--- config.mk ---
export PLATFORM = sky130hd
export DESIGN_NAME = dpa_mul
export DESIGN_NICKNAME = d
export VERILOG_FILES = /design/src/hw/rtl/dpa_mul.sv
export SDC_FILE = /design/constraint.sdc
export NUM_CORES = 2
export LEC_CHECK = 0
export ABC_AREA = 1
export CAP_MARGIN = 25
export CORE_AREA = 3 3 378 380
export CTS_BUF_LIST = sky130_fd_sc_hd__clkbuf_16
export CTS_CLUSTER_DIAMETER = 80
export DETAILED_ROUTE_END_ITERATION = 7
export DIE_AREA = 0 0 381 383
export DONT_BUFFER_PORTS = 1
export GPL_TIMING_DRIVEN = 0
export PLACE_DENSITY = 0.51
export SLEW_MARGIN = 20
export SYNTH_ARGS = -nofsm -noshare
export SYNTH_HDL_FRONTEND = slang
export SYNTH_SLANG_ARGS = --single-unit
--- constraint.sdc ---
create_clock -name clk -period 16.8 [get_ports clk]
set_clock_uncertainty 0.2 [all_clocks]
set_input_delay 3.36 -clock clk [delete_from_list [all_inputs] [get_ports clk]]
set_output_delay 3.36 -clock clk [all_outputs]
set_load 0.005 [all_outputs]
--- src/hw/rtl/dpa_mul.sv ---
`timescale 1ns / 1ps
// ----------------------------------------------------------------------------
// dpa_mul
// Pipelined unsigned multiplier: one digit of b per stage, side word rides along.
// ----------------------------------------------------------------------------
module dpa_mul #(
  parameter int AW = 32,
  parameter int BW = 32,
  parameter int NS = 2,
  parameter int SW = 1
) (
  input  logic          clk,
  input  logic          rst,
  input  logic          en,
  input  logic          v_i,
  input  logic [AW-1:0] a,
  input  logic [BW-1:0] b,
  input  logic [SW-1:0] side_i,
  output logic          v_o,
  output logic [AW+BW-1:0] p,
  output logic [SW-1:0] side_o
);

  localparam int DG = (BW + NS - 1) / NS;
  localparam int BP = DG * NS;
  localparam int PW = AW + BP;

  logic [PW-1:0] acc [NS];
  logic [AW-1:0] ar  [NS];
  logic [BP-1:0] br  [NS];
  logic [SW-1:0] sr  [NS];
  logic [NS-1:0] vr;
  logic [BP-1:0] b_pad;

  assign b_pad = BP'(b);

  for (genvar i = 0; i < NS; i++) begin : g_st
    logic [PW-1:0]    acc_in;
    logic [AW-1:0]    a_in;
    logic [BP-1:0]    b_in;
    logic [SW-1:0]    s_in;
    logic             v_in;
    logic [AW+DG-1:0] pp;

    if (i == 0) begin : g_in
      assign acc_in = '0;
      assign a_in   = a;
      assign b_in   = b_pad;
      assign s_in   = side_i;
      assign v_in   = v_i;
    end else begin : g_chain
      assign acc_in = acc[i-1];
      assign a_in   = ar[i-1];
      assign b_in   = br[i-1];
      assign s_in   = sr[i-1];
      assign v_in   = vr[i-1];
    end

    // partial product of this digit
    assign pp = a_in * b_in[i*DG +: DG];

    always_ff @(posedge clk) begin
      if (en) begin
        acc[i] <= acc_in + (PW'(pp) << (i * DG));
        ar[i]  <= a_in;
        br[i]  <= b_in;
        sr[i]  <= s_in;
      end
    end

    always_ff @(posedge clk) begin
      if (rst) begin
        vr[i] <= 1'b0;
      end else if (en) begin
        vr[i] <= v_in;
      end
    end
  end

  assign p      = acc[NS-1][AW+BW-1:0];
  assign side_o = sr[NS-1];
  assign v_o    = vr[NS-1];

endmodule

; Word level (Yosys, flattened, before mapping)
; Memories as Yosys holds them, arrays and structs flattened.
; Cells that the tools add are included.
[classes]
n_mux = 2
n_mul = 2
add_sub_neg = 1
[op_table]
columns = operator, count
row1 = 32-bit by 16-bit multiplier with 48-bit output, 2
row2 = 64-bit adder, 1
row3 = 1-bit two-way mux, 2
[totals]
output_inout_bits = 66
ramBits = 258
elab_cells = 11
input_bits = 69
n_memories = 4
register_bits = 2
[memory_table]
columns = memory, words, word_bits, rd, rd_clocked_by_memory_dff, write_ports, line_no
row1 = acc, 2, 64, 2, 0, 2, 28  ; logic [PW-1:0] acc [NS];
row2 = ar, 2, 32, 1, 0, 2, 29  ; logic [AW-1:0] ar [NS];
row3 = br, 2, 32, 1, 0, 2, 30  ; logic [BP-1:0] br [NS];
row4 = sr, 2, 1, 2, 0, 2, 31  ; logic [SW-1:0] sr [NS];

; Depth between registers and ports, before layout
; An unclocked memory read counts as a cell.
[depth]
ltp_word = 3
ltp_mapped = 39
ltp_nobuf = 37

; Worst setup path after synthesis
; OpenSTA, ideal clock, no wires.
[synth_timing]
path_kind = input to register
from = input port a[13]
to = memory acc[0][36] (netlist name), data pin
arrival_ns = 8.630
required_time_ns = 16.339
stages = 25
setup_time_ns = 0.261
path_buffers = 2
setup_slack_ns = 7.709
path_cell_list = clkbuf_1 -> clkbuf_1 -> nand2_1 -> fa_1 -> inv_1 -> fa_1 -> inv_1 -> fa_1 -> inv_1 -> fa_1 -> inv_1 -> fa_1 -> inv_1 -> fa_1 -> ha_1 -> nand2_1 -> nor2_1 -> inv_1 -> o21ai_0 -> a21oi_1 -> o21a_1 -> o21bai_1 -> nand3_1 -> nand2_1 -> xor2_1
[synth_lines]
columns = element, line_no
row1 = start: declaration, 16  ; input logic [AW-1:0] a,
row2 = end: declaration, 28

==> metrics.cfg <==
[run_status]
status = complete, no violations

[drt]
route.antenna.remaining_nets = 0
first_pass_iters = 5
via_count = 32850
avgViaCountPerCell = 4.580
drc = 0
totalWireLength_mm = 145.1
route.detailed.wl_per_inst_um = 20.23
initialDrtViolationCount = 2350

[die]
boundaryPins = 135
initial_utilization_pct = 29.94
row_count = 137
die_w_um = 381
die_y_um = 383
core-area_mm2 = 0.1395
fp.dieArea_mm2 = 0.1459

[timing]
rsz0062_at_grt = false
measured_slew_at_the_worst_slew_check_pin_ns = 1.171
setup-tns-final_ns = 0
number_of_max_slew_violations_in_the_final_report = 0
maxSlewHeadroom_pct = 21.91
timing_hold_violations_final = 0
final_min_period_over_clock_period_pct = 60.53
setup-violations-final = 0
final_period_minus_worst_setup_slack_ns = 10.17
max_freq_mhz = 98.34

[worst_setup_path]
worstSetupEndpointType = register
worst_ep_arrival_time_ns = 10.21
critPathLaunchType = input port
worstSetupPathType = in -> reg
largest_fanout_on_the_critical_path = 10
worst-endpoint-required_ns = 16.84
worst-r2r-cell-count = 33

[finish]
footprint_of_the_multi_input_gates_mm2 = 0.03008
final_cell_mix = sky130_fd_sc_hd__nand2_1, sky130_fd_sc_hd__inv_1, sky130_fd_sc_hd__fa_1, sky130_fd_sc_hd__ha_1, sky130_fd_sc_hd__clkbuf_1
area_growth_syn_to_layout_pct = 7.179
sequential_area_mm2 = 0.004905
layout_commonest_cell = sky130_fd_sc_hd__nand2_1
layout.nets = 6446
post_route_cells_drive_above_1_share_pct = 3.486
layout_utilization_pct = 32.09
fillCellCount = 15130

[clock_tree]
worst_skew_pair.late_latency_ns = 0.53
post_cts_resized = 0
tritoncts = done
cts_root_cell = sky130_fd_sc_hd__clkbuf_16
clock_tree.htree_level_count = 4
clock_tree.buffer_depth = 2
cts-hold-fix-buffers = 0
clock-sinks = 164
numCtsBuffers = 17
cts.reportedPaths.clkPinSlew_ns = 0.08
postCtsSetupBuffers = 0

[hold_path]
hold-path-cell-count = 0
hold_class = reg -> reg

[yosys]
synth_enable_flop_cells = 162
syn-cell-area_mm2 = 0.04178
synth.lib_cells_used.distinct = 47
postSynthNetCount = 6427
postSynthCellCount = 5247
syn_avg_cell_area_um2 = 7.962
ys_seq_elements = 164
synth_async_sr_flop_share_pct = 0
dominantRegCellSynth = sky130_fd_sc_hd__edfxtp_1
synth_warnings = 0
synth_sequential_area_ratio_pct = 11.74

[place]
place_hpwl_mm = 123.3
buffer_ports.inserted = 0
final_weighted_congestion_in_routability_driven_placement = 0.9504

[global_routing]
track_usage_pct = 20.27
number_of_global_route_vias_before_repair = 34800
grt_first_pass_wirelength_mm = 220.1
grt_max_degree = 166
antenna_found_initial = 16
grt_remaining_overflow = 0

[flow_run]
timing.max_cap.violations = 0

[area by class of cell]
| class | instances | area share [%] |
|---|---|---|
| clock inverter | 15 | 0.4108 |
| buffer | 289 | 2.962 |
| tap | 1876 | 5.242 |
| antenna | 17 | 0.09501 |
| sequential | 164 | 10.95 |
| multi-input combinational | 3338 | 67.18 |
| inverter | 1456 | 12.21 |
| clock buffer | 17 | 0.9501 |
[cells by family (layout without fill, tap and decap cells)]
| family | Yosys count | after routing | synth area share, % |
|---|---|---|---|
| AND/OR/NAND/NOR | 1858 | 1858 | 17.87 |
| flip-flops | 164 | 164 | 11.74 |
| adder cells (fa/ha/maj) | 1111 | 1111 | 48.32 |
| XOR/XNOR | 115 | 115 | 2.411 |
| AO/OA/AOI/OAI | 254 | 254 | 3.408 |
| buffers and inverters | 1745 | 1777 | 16.26 |
| other | 0 | 17 | 0 |
[flip-flops by register name, indices dropped and copies added (netlist names)]
| register | count |
|---|---|
| g_st.v_in | 1 |
| sr | 2 |
| v_o | 1 |
| br | 16 |
| acc | 112 |
| ar | 32 |
[through the flow]
stage	instance area [um^2]	hold slack (ns)	instances	setup WS, ns
global route	44740	0.2255	7157	6.419
floorplan	41780	0.2003	5247	7.709
global placement	44120	0.2012	7123	6.199
finish	44780	0.2220	7172	6.631
CTS	44730	0.2262	7155	6.711
detailed placement	44120	0.2056	7123	6.163
[metal layers]
layer  share of wire, %  vias to the layer above  global-route usage [%]
li1                   -                    15010                       -
met5                  0                        -                       0
met1                 42                    16580                   26.18
met3                7.4                      167                   3.543
met4                3.0                        0                   5.770
met2                 48                     1094                   34.79
[worst paths after layout]
| kind | slack (ns) | end | startpoint |
|---|---|---|---|
| hold / removal | 0.22 | acc[0][71]$_DFFE_PP_ | acc[0][7]$_DFFE_PP_ |
| setup reg to reg | 7.50 | acc[0][120]$_DFFE_PP_ | ar[0][20]$_DFFE_PP_ |
| setup / recovery | 6.63 | acc[0][42]$_DFFE_PP_ | a[23] |
| hold reg to reg | 0.22 | acc[0][71]$_DFFE_PP_ | acc[0][7]$_DFFE_PP_ |
[worst max-delay path: stages]
cell	delay (ns)
sky130_fd_sc_hd__clkbuf_1	0.34
sky130_fd_sc_hd__clkbuf_1	0.60
sky130_fd_sc_hd__nand2_1	0.18
sky130_fd_sc_hd__fa_1	0.58
sky130_fd_sc_hd__inv_1	0.06
sky130_fd_sc_hd__fa_1	0.60
sky130_fd_sc_hd__inv_1	0.08
sky130_fd_sc_hd__fa_1	0.48
sky130_fd_sc_hd__fa_1	0.57
sky130_fd_sc_hd__fa_1	0.55
sky130_fd_sc_hd__inv_1	0.05
sky130_fd_sc_hd__fa_1	0.37
sky130_fd_sc_hd__ha_1	0.38
sky130_fd_sc_hd__nand2_1	0.11
sky130_fd_sc_hd__nor2_1	0.17
sky130_fd_sc_hd__inv_1	0.11
sky130_fd_sc_hd__nor3_1	0.24
sky130_fd_sc_hd__nand4_1	0.11
sky130_fd_sc_hd__o21ai_0	0.59
sky130_fd_sc_hd__nand2_1	0.13
sky130_fd_sc_hd__o211ai_1	0.23
sky130_fd_sc_hd__a21oi_1	0.14
sky130_fd_sc_hd__xnor2_1	0.17
[synth_stat cells, types with 2 or more instances]
cell type	instances	area, um^2
sky130_fd_sc_hd__nand3_1	71	355.3
sky130_fd_sc_hd__o211ai_1	4	30.03
sky130_fd_sc_hd__nand3b_1	5	37.54
sky130_fd_sc_hd__o21bai_1	12	90.09
sky130_fd_sc_hd__a21boi_0	2	15.01
sky130_fd_sc_hd__a21oi_1	137	685.7
sky130_fd_sc_hd__nor2_2	21	131.4
sky130_fd_sc_hd__and3_1	2	12.51
sky130_fd_sc_hd__a21o_1	14	105.1
sky130_fd_sc_hd__fa_1	837	16760
sky130_fd_sc_hd__inv_1	1446	5428
sky130_fd_sc_hd__nor2_4	7	78.83
sky130_fd_sc_hd__edfxtp_1	162	4865
sky130_fd_sc_hd__dfxtp_1	2	40.04
sky130_fd_sc_hd__xor2_1	72	630.6
sky130_fd_sc_hd__nand4_1	22	137.6
sky130_fd_sc_hd__nand2_2	30	187.7
sky130_fd_sc_hd__xnor2_1	43	376.6
sky130_fd_sc_hd__a31oi_1	13	81.33
sky130_fd_sc_hd__nor3_1	11	55.05
sky130_fd_sc_hd__clkbuf_1	224	840.8
sky130_fd_sc_hd__nor3_2	2	20.02
sky130_fd_sc_hd__nand3_2	7	70.07
sky130_fd_sc_hd__nor2_1	156	585.6
sky130_fd_sc_hd__buf_4	64	480.5
sky130_fd_sc_hd__o31ai_1	2	15.01
sky130_fd_sc_hd__o21a_1	8	60.06
sky130_fd_sc_hd__ha_1	274	3428
sky130_fd_sc_hd__a221oi_1	2	17.52
sky130_fd_sc_hd__and2_1	3	18.77
sky130_fd_sc_hd__nand2_1	1512	5675
sky130_fd_sc_hd__nand2_4	2	22.52
sky130_fd_sc_hd__inv_2	9	33.78
sky130_fd_sc_hd__o21ai_0	56	280.3
Power is not shown: default switching activity piles up to over one toggle a cycle in this logic, so the estimate is an artifact.
